===== config.mk =====
export PLATFORM = sky130hd
export DESIGN_NAME = mep_cq
export DESIGN_NICKNAME = d
export VERILOG_FILES = /design/src/hw/rtl/mep_pkg.sv /design/src/hw/rtl/mep_cq.sv
export SDC_FILE = /design/constraint.sdc
export NUM_CORES = 1
export LEC_CHECK = 0
export BUFFER_PORTS_ARGS = -buffer_cell sky130_fd_sc_hd__buf_2
export CAP_MARGIN = 25
export CORE_MARGIN = 3
export CORE_UTILIZATION = 38
export CTS_CLUSTER_SIZE = 14
export DETAILED_ROUTE_END_ITERATION = 16
export SETUP_SLACK_MARGIN = 0.2
export SYNTH_ARGS = -nofsm -noshare
export SYNTH_HDL_FRONTEND = slang
export SYNTH_SLANG_ARGS = --single-unit

===== constraint.sdc =====
create_clock -name clk_i -period 6.6 [get_ports clk_i]
set_clock_uncertainty 0.1 [all_clocks]
set_input_delay 0.99 -clock clk_i [delete_from_list [all_inputs] [get_ports clk_i]]
set_output_delay 0.99 -clock clk_i [all_outputs]
set_load 0.01 [all_outputs]

===== src/hw/rtl/mep_pkg.sv =====
package mep_pkg;

  // Fixed-point format: signed Q6.26
  localparam int FIX_W      = 32;
  localparam int STEP_W     = 27;
  localparam int FRAC_BITS  = 26;
  localparam int SAT_W      = 48;

  // Defaults for the top-level parameters
  localparam int MAX_ITER_DEF   = 64;
  localparam int COORD_BITS_DEF = 12;

  // Result field widths
  localparam int RED_W     = 8;
  localparam int CNT_OUT_W = 7;

  // Red level: min(255, 6400 / count); counts up to this value saturate
  localparam int             RED_NUM_W    = 13;
  localparam logic [12:0]    RED_NUM      = 13'd6400;
  localparam int             RED_FULL_CNT = 25;
  localparam logic [RED_W-1:0] RED_MAX    = 8'hFF;
  localparam int             QUO_BITS     = 8;

  // Escape bound: 16.0 in Q12.52
  localparam logic [64:0] ESC_LIMIT = 65'h0_0100_0000_0000_0000;

  // Configuration register indexes
  typedef enum logic [1:0] {
    CFG_X_STEP   = 2'd0,
    CFG_Y_STEP   = 2'd1,
    CFG_X_OFFSET = 2'd2,
    CFG_Y_OFFSET = 2'd3
  } cfg_idx_e;

  localparam logic [STEP_W-1:0]       X_STEP_RST   = 27'd655;
  localparam logic [STEP_W-1:0]       Y_STEP_RST   = 27'd655;
  localparam logic signed [FIX_W-1:0] X_OFFSET_RST = 32'sd26843546;
  localparam logic signed [FIX_W-1:0] Y_OFFSET_RST = 32'sd13421773;

  typedef struct packed {
    logic [STEP_W-1:0]       x_step;
    logic [STEP_W-1:0]       y_step;
    logic signed [FIX_W-1:0] x_offset;
    logic signed [FIX_W-1:0] y_offset;
  } cfg_t;

  // Point c handed from the front end to the iteration engine
  typedef struct packed {
    logic signed [FIX_W-1:0] re;
    logic signed [FIX_W-1:0] im;
  } cpt_t;

  typedef struct packed {
    logic [RED_W-1:0]     red_level;
    logic [CNT_OUT_W-1:0] iteration_count;
    logic                 inside_set;
  } res_t;

  // Saturate a wide signed value to Q6.26
  function automatic logic signed [FIX_W-1:0] sat_fix(input logic signed [SAT_W-1:0] v);
    if (v > 48'sd2147483647) begin
      return 32'sh7FFF_FFFF;
    end else if (v < -48'sd2147483648) begin
      return 32'sh8000_0000;
    end
    return FIX_W'(v);
  endfunction

endpackage


===== src/hw/rtl/mep_cq.sv =====
// Two-entry queue of points between front end and iteration engine
module mep_cq (
  input  logic           clk_i,
  input  logic           rst_ni,
  input  logic           push_i,
  input  mep_pkg::cpt_t  push_data_i,
  output logic           full_o,
  input  logic           pop_i,
  output logic           valid_o,
  output mep_pkg::cpt_t  pop_data_o
);

  mep_pkg::cpt_t mem_q [2];
  logic          wr_ptr_q, rd_ptr_q;
  logic [1:0]    cnt_q;

  assign full_o     = (cnt_q == 2'd2);
  assign valid_o    = (cnt_q != 2'd0);
  assign pop_data_o = mem_q[rd_ptr_q];

  // Storage
  always_ff @(posedge clk_i) begin
    if (push_i) begin
      mem_q[wr_ptr_q] <= push_data_i;
    end
  end

  // Pointers and fill level
  always_ff @(posedge clk_i or negedge rst_ni) begin
    if (!rst_ni) begin
      wr_ptr_q <= 1'b0;
      rd_ptr_q <= 1'b0;
      cnt_q    <= 2'd0;
    end else begin
      if (push_i) wr_ptr_q <= ~wr_ptr_q;
      if (pop_i)  rd_ptr_q <= ~rd_ptr_q;
      if (push_i && !pop_i) begin
        cnt_q <= cnt_q + 2'd1;
      end else if (pop_i && !push_i) begin
        cnt_q <= cnt_q - 2'd1;
      end
    end
  end

endmodule


==> out/results.ini <==
[run_status]
status=completed

[detailed_routing]
vias_per_cell=4.419
drt-total-wl_um=8479
ant_nets=0
wire_per_inst_um=15.50
drt_iter0_drc=146
vias=2417
drc=0
firstDrtPassIters=4

[clock_network]
htreeDepth=4
cts_sinks=132
cts_tree=done
path_clk_slew_ns=0.06
post-cts-setup-buffers=0
clk_latency_ns=0.41
postCtsResizedCells=0
numCtsBuffers=17
ctsLongestPathBuffers=2
root_buffer=clkbuf_16
cts_hold_buffers=0

[setup_path]
crit_end=pop_data_o[58]
endpoint_kind=output port
startpoint=rd_ptr_q
cp.required_ns=5.51
reg2reg_depth=2
critical_path.startpoint_type=register
critical_path_arrival_ns=2.39
crit_fanout=34
rr_endpoint=mem_q[0][44]
r2r_start=wr_ptr_q
path_class=reg -> out
r2r_setup_slack_ns=4.40

[floorplanning]
boundaryPins=134
die_height_um=120.9
die_w_um=120.9
initial_core_util_pct=39.25
die_area_mm2=0.01461
row_count=41
core-area_mm2=0.01277

[sta]
finalHoldViolations=0
slew_headroom_pct=38.99
drv_slew=0
grt_setup_unrepaired=no
finalSetupViolCount=0
fin_setup_tns_ns=0
fmax_ghz=0.2871
fin_crit_sh_pct=52.77
period_minus_slack_ns=3.483
tightest_slew_ns=0.9133

[grt]
grt_pass1_wl_um=13190
gr-total-overflow=0
grt.total_usage_pct=12.13
grt_max_degree=65
antenna_found_initial=0
grt_pass1_vias=2615

[synth]
syn_area_mm2=0.005014
syn-num-nets=284
synth_seq_cells=132
ys_types=14
ys_warn_count=0
syn_area_per_cell_um2=23.32
synth_cells=215
yosysSeqAreaShare_pct=78.66

[power]
power_density_mw_per_mm2=459.8
ir_drop_v=0.0002326
p_leak_nw=2.615

[min_path]
hold_class=in -> async

[place]
gp_congestion=0.6402
place_hpwl_um=5437
dp.cells=515
numPortBuffers=133

[layout]
antenna_cells=0
area_growth_pct=29.55
nets=431
layout-drive-gt1-share_pct=61.33
layout.cells.non_filler=547

[run]
cap_violations=0

==> state kept, by name, summed over array words and instances, names as in the netlist <==
name	cells
mem_q	128
cnt_q	2
rd_ptr_q	1
wr_ptr_q	1
==> through the flow <==
stage	instance area, um^2	utilization (%)	hold WS, ns	setup slack, ns	power [W]
after floorplan	5014	-	0.3474	2.202	0.001764
after global placement	5851	45.80	0.3711	3.526	0.001997
after detailed placement	5851	45.80	0.3698	3.503	0.002005
after CTS	6495	50.85	0.2573	3.051	0.003035
after global routing	6495	50.85	0.2550	2.990	0.003132
final	6495	50.85	0.2775	3.117	0.002986
==> layout by cell type (no fill, tap or decap), types with 2 or more instances in the layout <==
cell type	synthesis	layout
clkbuf_16	0	17
mux2_4	50	50
buf_4	0	2
clkinv_2	0	4
clkinv_1	0	3
dfrtp_1	4	3
bufinv_16	0	6
buf_2	1	133
clkbuf_1	0	2
xor2_1	4	4
mux2_2	14	14
edfxtp_1	128	128
==> critical path, stage by stage (launching register included) <==
cell and delay [ns]:
dfrtp_4 0.80, buf_4 0.59, mux2_2 0.41, buf_2 0.14
==> cell usage after synthesis (all sizes together) <==
cell type    n  area share (%)
and2         1            0.12
buf          7             1.4
dfrtp        4             2.0
edfxtp     128              77
ha           1            0.25
inv          1           0.075
mux2        64              18
nor2         1           0.075
nor2b        2            0.25
or2          1            0.12
xnor2        1            0.17
xor2         4            0.70
==> logic make-up after synthesis <==
group,Yosys count,share of synthesized area [%]
XOR/XNOR,5,0.8734
multiplexers,64,18.12
flip-flops,132,78.66
buffers and inverters,8,1.522
AND/OR/NAND/NOR,5,0.5740
adder cells (fa/ha/maj),1,0.2495
==> layout make-up <==
type                    instances  area [um^2]
clock buffers                  19        432.9
clock inverters                13        211.5
fillers                      1065         6279
inverters                       1        3.754
repair buffers                135        680.7
flip-flops and latches        132         3948
multi-input cells              75         1003
well taps                     172        215.2
==> worst min-delay path by stage <==
stage	endpoint	slack [ns]	cells after the start
6_report	cnt_q[0]	0.28	1
5_1_grt	cnt_q[0]	0.25	1
4_1_cts	cnt_q[0]	0.26	1
3_5_place_dp	cnt_q[1]	0.37	1
3_3_place_gp	cnt_q[1]	0.37	1
2_1_floorplan	cnt_q[1]	0.35	1
==> power breakdown <==
group          switching, W  internal (W)  total (W)  leakage [nW]
Sequential        0.0000947       0.00112    0.00121          1.25
Clock              0.000319      0.000701    0.00102         0.317
Combinational      0.000350      0.000404   0.000754          1.05
==> routing by layer <==
metal,wire [um],track usage (%)
met3,634,5.594
met2,4239,19.45
met5,0,0
met1,3450,13.77
met4,155,5.737
No activity file was read; power rests on OpenSTA's default activity.
