## src/hw/rtl/mep_pkg.sv

```systemverilog
package mep_pkg;

  // Fixed-point format: signed Q6.26
  localparam int FIX_W      = 32;
  localparam int STEP_W     = 27;
  localparam int FRAC_BITS  = 26;
  localparam int SAT_W      = 48;

  // Defaults for the top-level parameters
  localparam int MAX_ITER_DEF   = 64;
  localparam int COORD_BITS_DEF = 12;

  // Result field widths
  localparam int RED_W     = 8;
  localparam int CNT_OUT_W = 7;

  // Red level: min(255, 6400 / count); counts up to this value saturate
  localparam int             RED_NUM_W    = 13;
  localparam logic [12:0]    RED_NUM      = 13'd6400;
  localparam int             RED_FULL_CNT = 25;
  localparam logic [RED_W-1:0] RED_MAX    = 8'hFF;
  localparam int             QUO_BITS     = 8;

  // Escape bound: 16.0 in Q12.52
  localparam logic [64:0] ESC_LIMIT = 65'h0_0100_0000_0000_0000;

  // Configuration register indexes
  typedef enum logic [1:0] {
    CFG_X_STEP   = 2'd0,
    CFG_Y_STEP   = 2'd1,
    CFG_X_OFFSET = 2'd2,
    CFG_Y_OFFSET = 2'd3
  } cfg_idx_e;

  localparam logic [STEP_W-1:0]       X_STEP_RST   = 27'd655;
  localparam logic [STEP_W-1:0]       Y_STEP_RST   = 27'd655;
  localparam logic signed [FIX_W-1:0] X_OFFSET_RST = 32'sd26843546;
  localparam logic signed [FIX_W-1:0] Y_OFFSET_RST = 32'sd13421773;

  typedef struct packed {
    logic [STEP_W-1:0]       x_step;
    logic [STEP_W-1:0]       y_step;
    logic signed [FIX_W-1:0] x_offset;
    logic signed [FIX_W-1:0] y_offset;
  } cfg_t;

  // Point c handed from the front end to the iteration engine
  typedef struct packed {
    logic signed [FIX_W-1:0] re;
    logic signed [FIX_W-1:0] im;
  } cpt_t;

  typedef struct packed {
    logic [RED_W-1:0]     red_level;
    logic [CNT_OUT_W-1:0] iteration_count;
    logic                 inside_set;
  } res_t;

  // Saturate a wide signed value to Q6.26
  function automatic logic signed [FIX_W-1:0] sat_fix(input logic signed [SAT_W-1:0] v);
    if (v > 48'sd2147483647) begin
      return 32'sh7FFF_FFFF;
    end else if (v < -48'sd2147483648) begin
      return 32'sh8000_0000;
    end
    return FIX_W'(v);
  endfunction

endpackage

```

## src/hw/rtl/mep_ifs.sv

```systemverilog
// Pixel coordinate channel
interface mep_pix_if #(
  parameter int COORD_BITS = mep_pkg::COORD_BITS_DEF
);
  logic                  valid;
  logic                  ready;
  logic [COORD_BITS-1:0] pixel_x;
  logic [COORD_BITS-1:0] pixel_y;

  modport source (output valid, output pixel_x, output pixel_y, input ready);
  modport sink   (input valid, input pixel_x, input pixel_y, output ready);
endinterface


```

## src/hw/rtl/mep_front.sv

```systemverilog
// Front end: takes a pixel item and maps it to the point c
module mep_front #(
  parameter int COORD_BITS = mep_pkg::COORD_BITS_DEF
) (
  input  logic            clk_i,
  input  logic            rst_ni,
  mep_pix_if.sink         pix_i,
  input  mep_pkg::cfg_t   cfg_i,
  input  logic            full_i,
  output logic            push_o,
  output mep_pkg::cpt_t   push_data_o
);

  localparam int PROD_W = COORD_BITS + mep_pkg::STEP_W;

  typedef enum logic [1:0] {F_IDLE, F_MUL, F_PUSH} fstate_e;

  fstate_e                 state_q;
  logic [COORD_BITS-1:0]   px_q, py_q;
  logic [PROD_W-1:0]       prod_x_q, prod_y_q;
  logic signed [mep_pkg::SAT_W-1:0] sum_x, sum_y;

  // Product plus offset, saturated to Q6.26
  always_comb begin
    sum_x = mep_pkg::SAT_W'(signed'({1'b0, prod_x_q})) + mep_pkg::SAT_W'(cfg_i.x_offset);
    sum_y = mep_pkg::SAT_W'(signed'({1'b0, prod_y_q})) + mep_pkg::SAT_W'(cfg_i.y_offset);
    push_data_o.re = mep_pkg::sat_fix(sum_x);
    push_data_o.im = mep_pkg::sat_fix(sum_y);
  end

  assign pix_i.ready = (state_q == F_IDLE);
  assign push_o      = (state_q == F_PUSH) && !full_i;

  always_ff @(posedge clk_i or negedge rst_ni) begin
    if (!rst_ni) begin
      state_q  <= F_IDLE;
      px_q     <= '0;
      py_q     <= '0;
      prod_x_q <= '0;
      prod_y_q <= '0;
    end else begin
      unique case (state_q)
        F_IDLE: begin
          if (pix_i.valid) begin
            px_q    <= pix_i.pixel_x;
            py_q    <= pix_i.pixel_y;
            state_q <= F_MUL;
          end
        end
        F_MUL: begin
          prod_x_q <= PROD_W'(px_q) * PROD_W'(cfg_i.x_step);
          prod_y_q <= PROD_W'(py_q) * PROD_W'(cfg_i.y_step);
          state_q  <= F_PUSH;
        end
        F_PUSH: begin
          if (!full_i) begin
            state_q <= F_IDLE;
          end
        end
        default: state_q <= F_IDLE;
      endcase
    end
  end

endmodule

```

## src/flat_wrapper.sv

```systemverilog
// flat-port wrapper written by rule: the top's interface ports become plain ports
module mep_front_flat 
#(
  parameter int COORD_BITS = mep_pkg::COORD_BITS_DEF
)
  (clk_i, rst_ni, cfg_i, full_i, push_o, push_data_o, pix_i_valid, pix_i_pixel_x, pix_i_pixel_y, pix_i_ready);
  mep_pix_if #(.COORD_BITS(COORD_BITS)) pix_i_i ();
  input  logic clk_i;
  input  logic rst_ni;
  input  mep_pkg::cfg_t cfg_i;
  input  logic full_i;
  output logic push_o;
  output mep_pkg::cpt_t push_data_o;
  input wire logic [$bits(pix_i_i.valid)-1:0] pix_i_valid;
  input wire logic [$bits(pix_i_i.pixel_x)-1:0] pix_i_pixel_x;
  input wire logic [$bits(pix_i_i.pixel_y)-1:0] pix_i_pixel_y;
  output wire logic [$bits(pix_i_i.ready)-1:0] pix_i_ready;
  assign pix_i_i.valid = pix_i_valid;
  assign pix_i_i.pixel_x = pix_i_pixel_x;
  assign pix_i_i.pixel_y = pix_i_pixel_y;
  assign pix_i_ready = pix_i_i.ready;
  mep_front #(.COORD_BITS(COORD_BITS)) u_core (.clk_i(clk_i), .rst_ni(rst_ni), .pix_i(pix_i_i), .cfg_i(cfg_i), .full_i(full_i), .push_o(push_o), .push_data_o(push_data_o));
endmodule
```

## config.mk

```make
export PLATFORM = sky130hd
export DESIGN_NAME = mep_front_flat
export DESIGN_NICKNAME = d
export VERILOG_FILES = /design/src/hw/rtl/mep_pkg.sv /design/src/hw/rtl/mep_ifs.sv /design/src/hw/rtl/mep_front.sv /design/src/flat_wrapper.sv
export SDC_FILE = /design/constraint.sdc
export NUM_CORES = 2
export LEC_CHECK = 0
export BUFFER_PORTS_ARGS = -buffer_cell sky130_fd_sc_hd__buf_2
export CAP_MARGIN = 20
export CORE_ASPECT_RATIO = 0.5
export CORE_MARGIN = 2
export CORE_UTILIZATION = 38
export CTS_CLUSTER_DIAMETER = 30
export DETAILED_ROUTE_END_ITERATION = 7
export PLACE_DENSITY = 0.61
export SLEW_MARGIN = 20
export SYNTH_ARGS = -nofsm -noshare
export SYNTH_HDL_FRONTEND = slang
export SYNTH_SLANG_ARGS = --single-unit
export TNS_END_PERCENT = 10
```

## constraint.sdc

```tcl
create_clock -name clk_i -period 8 [get_ports clk_i]
set_input_delay 1.2 -clock clk_i [delete_from_list [all_inputs] [get_ports clk_i]]
set_output_delay 1.2 -clock clk_i [all_outputs]
set_load 0.02 [all_outputs]
```

==> results.cfg <==
[run_status]
outcome = completed

[route]
vias = 22900
drt-vias-per-instance = 5.07
routed_wl_um = 73800
detail-route-antenna-nets = 0
detail_route.iter0.violations = 1152
first_pass_iters = 5
post-route-drc-count = 0
avgRoutedWirePerCell_um = 16.4

[synthesis]
synth_area_per_cell_sq_um = 8.45
synth-seq-cells = 104
synthCells = 3412
synth_top_area_frac = 0.348
synth_top_area_cell = fa_1
syn_area_sq_um = 28800
synth_edf_count = 0
syn_nets = 4294
yosys_most_used_dff = dfrtp_1
yosys_warnings = 0
seq_area_frac_synth = 0.0902
async_reset_ff_frac = 1.00
synth_area_leaders = fa_1, ha_1, dfrtp_1
synth.distinct_cells = 87

[timing]
finalCritPeriodShare = 0.868
setup_slack_ns = 1.05
holdWs_ns = 0.479
timing.final.crit_period_ns = 6.95
max_freq_mhz = 144
tightestPinTransition_ns = 1.09
rsz0062_at_grt = false
setup_tns_ns = 0
setup_violations = 0
slew_headroom = 0.272
slew_viol_final = 0
fin_skew_ns = 0.0132
hold_viol_final = 0

[final_layout]
final_common_cell = nand2_1
seqCellArea_sq_um = 2610
stdcell_area_sq_um = 30900
most-common-layout-cells = nand2_1, inv_1, fa_1
drive_gt1_frac = 0.101
syn_to_final_growth_pct = 7.13
nets = 4363
fill_cells = 7673
multi_input_area_sq_um = 23100

[critical_path]
crit_top_cell = fa_1
cp-startpoint = cfg_i[100]
worstPathMaxFanout = 12
crit_type = in2reg
path_delay_family = adder cells
worst_setup_path_start_kind = input port
arrival_ns = 7.18
crit_chain = buf_2 > nand2_1 > fa_1 > fa_1 > inv_1 > fa_1 > fa_1 > inv_1 > fa_1 > inv_1 > ha_1 > and2_1 > nand3_1 > nor4_1 > o21ai_0 > o31a_1 > a31oi_1 > a31oi_1 > o21ai_0 > xnor2_1 > o21ai_0
worst_ep_required_time_ns = 8.23
path_buf_inv = 4
cpMaxStageDelayCell = fa_1
r2r-start = u_core.px_q[8]$_DFFE_PN0P_
setup.worst_path.end_class = flip-flop
critical-path-max-stage-delay_ns = 0.55

[global_route]
grt_usage = 0.191
antenna_found_initial = 3
grt_pass1_vias = 23300
overflow = 0
grt_start_max_net_pins = 74
grt_pass1_wl_um = 120000

[hold_path]
holdCritPathClass = reg2reg
hold_start = u_core.prod_y_q[32]$_DFFE_PN0N_

[die]
die_w_um = 394
num_rows = 71
fp.coreArea_sq_um = 75200
io_pins = 212
die-area_sq_um = 78300
initial_core_util = 0.384
die_h_um = 199

[cts]
clk_pin_slew_worst_paths_ns = 0.08
cts_tree = built
cts-htree-levels = 3
clkSinkCount = 104
numCtsBuffers = 9
postCtsHoldBufs = 0
clock_latency_ns = 0.39
postCtsSetupRepairBufs = 0
ctsResizeCount = 0
cts-root-buf = clkbuf_16
clk_path_buf_depth = 2

[place]
portBuffers = 211
gp_congestion = 0.886
place_area_sq_um = 30600
place_ws_ns = 0.718
dp_hpwl_um = 60700

[run]
drv_cap = 0
cell type report:
type	instances	area share
Antenna cell	2	0.000162
Multi-Input combinational cell	2508	0.748
Sequential cell	104	0.0844
Timing Repair Buffer	242	0.0420
Clock buffer	9	0.00729
Tap cell	1022	0.0414
Inverter	616	0.0748
Clock inverter	7	0.00215
worst register-to-register path, cell delays in order, from the launching register on:
cell and delay, ns:
dfrtp_1 0.96, nand2_1 0.19, fa_1 0.59, inv_1 0.05
fa_1 0.47, fa_1 0.52, fa_1 0.55, inv_1 0.05
fa_1 0.53, inv_1 0.04, ha_1 0.35, and2_1 0.19
nand3_1 0.12, nor4_1 0.40, o21ai_0 0.28, o31a_1 0.42
a31oi_1 0.40, a31oi_1 0.18, o21ai_0 0.23, xnor2_1 0.15
o21ai_0 0.10
synth_stat cells (all sizes together) (9+ instances only):
| master | count |
|---|---|
| o31ai | 16 |
| mux2 | 24 |
| nand4 | 17 |
| a211oi | 15 |
| a21oi | 152 |
| dfrtp | 104 |
| inv | 616 |
| nand2 | 624 |
| o21bai | 19 |
| nand2b | 20 |
| o21a | 17 |
| xor2 | 55 |
| buf | 21 |
| nor3 | 24 |
| or3 | 11 |
| o211ai | 14 |
| nor2b | 11 |
| and2 | 203 |
| fa | 502 |
| and3 | 14 |
| a31oi | 9 |
| o22ai | 31 |
| nor2 | 62 |
| nand3 | 37 |
| ha | 234 |
| clkbuf | 160 |
| a21o | 105 |
| xnor2 | 72 |
| o21ai | 130 |
cell families after synthesis:
group,after synthesis,synth area share
AOI/OAI and AO/OA,568,0.133
xor gates and xnor gates,127,0.0386
adders and majority gates,736,0.450
buffers and inverters,800,0.110
DFF,104,0.0902
muxes,27,0.0104
and+or+nand+nor,1050,0.168
per-stage QoR:
stage               utilization  cells
global route              0.411   4510
finish                    0.411   4510
detailed placement        0.407   4491
CTS                       0.411   4507
global placement          0.407   4491
floorplan                     -   3412
state kept, by name, summed over array words and instances (netlist names):
signal           cells
u_core.px_q         12
u_core.prod_y_q     39
u_core.prod_x_q     39
u_core.py_q         12
u_core.state_q       2
path summary, 6_finish.rpt:
| path | end | depth (start not counted) | slack, ns |
|---|---|---|---|
| min in group asynchronous | u_core.prod_x_q[24]$_DFFE_PN0N_ | 1 | 0.85 |
| worst min-delay path | u_core.prod_y_q[32]$_DFFE_PN0N_ | 2 | 0.48 |
| worst max register to register | u_core.prod_x_q[37]$_DFFE_PN0N_ | 20 | 1.10 |
| max in group asynchronous | u_core.py_q[9]$_DFFE_PN0P_ | 2 | 5.88 |
| worst min register to register | u_core.prod_y_q[32]$_DFFE_PN0N_ | 2 | 0.48 |
| worst max-delay path | u_core.prod_x_q[37]$_DFFE_PN0N_ | 21 | 1.05 |
layer usage:
layer,global-route usage,routed length (um),vias to the layer above
met3,0.0168,2540,80
met5,0,0,-
li1,-,-,10800
met2,0.357,39000,476
met4,0.0424,1460,0
met1,0.238,30800,11500
Power is left out: the tool's default activity adds up to more than one toggle a clock period on the data nets, which glitch-free logic cannot reach.
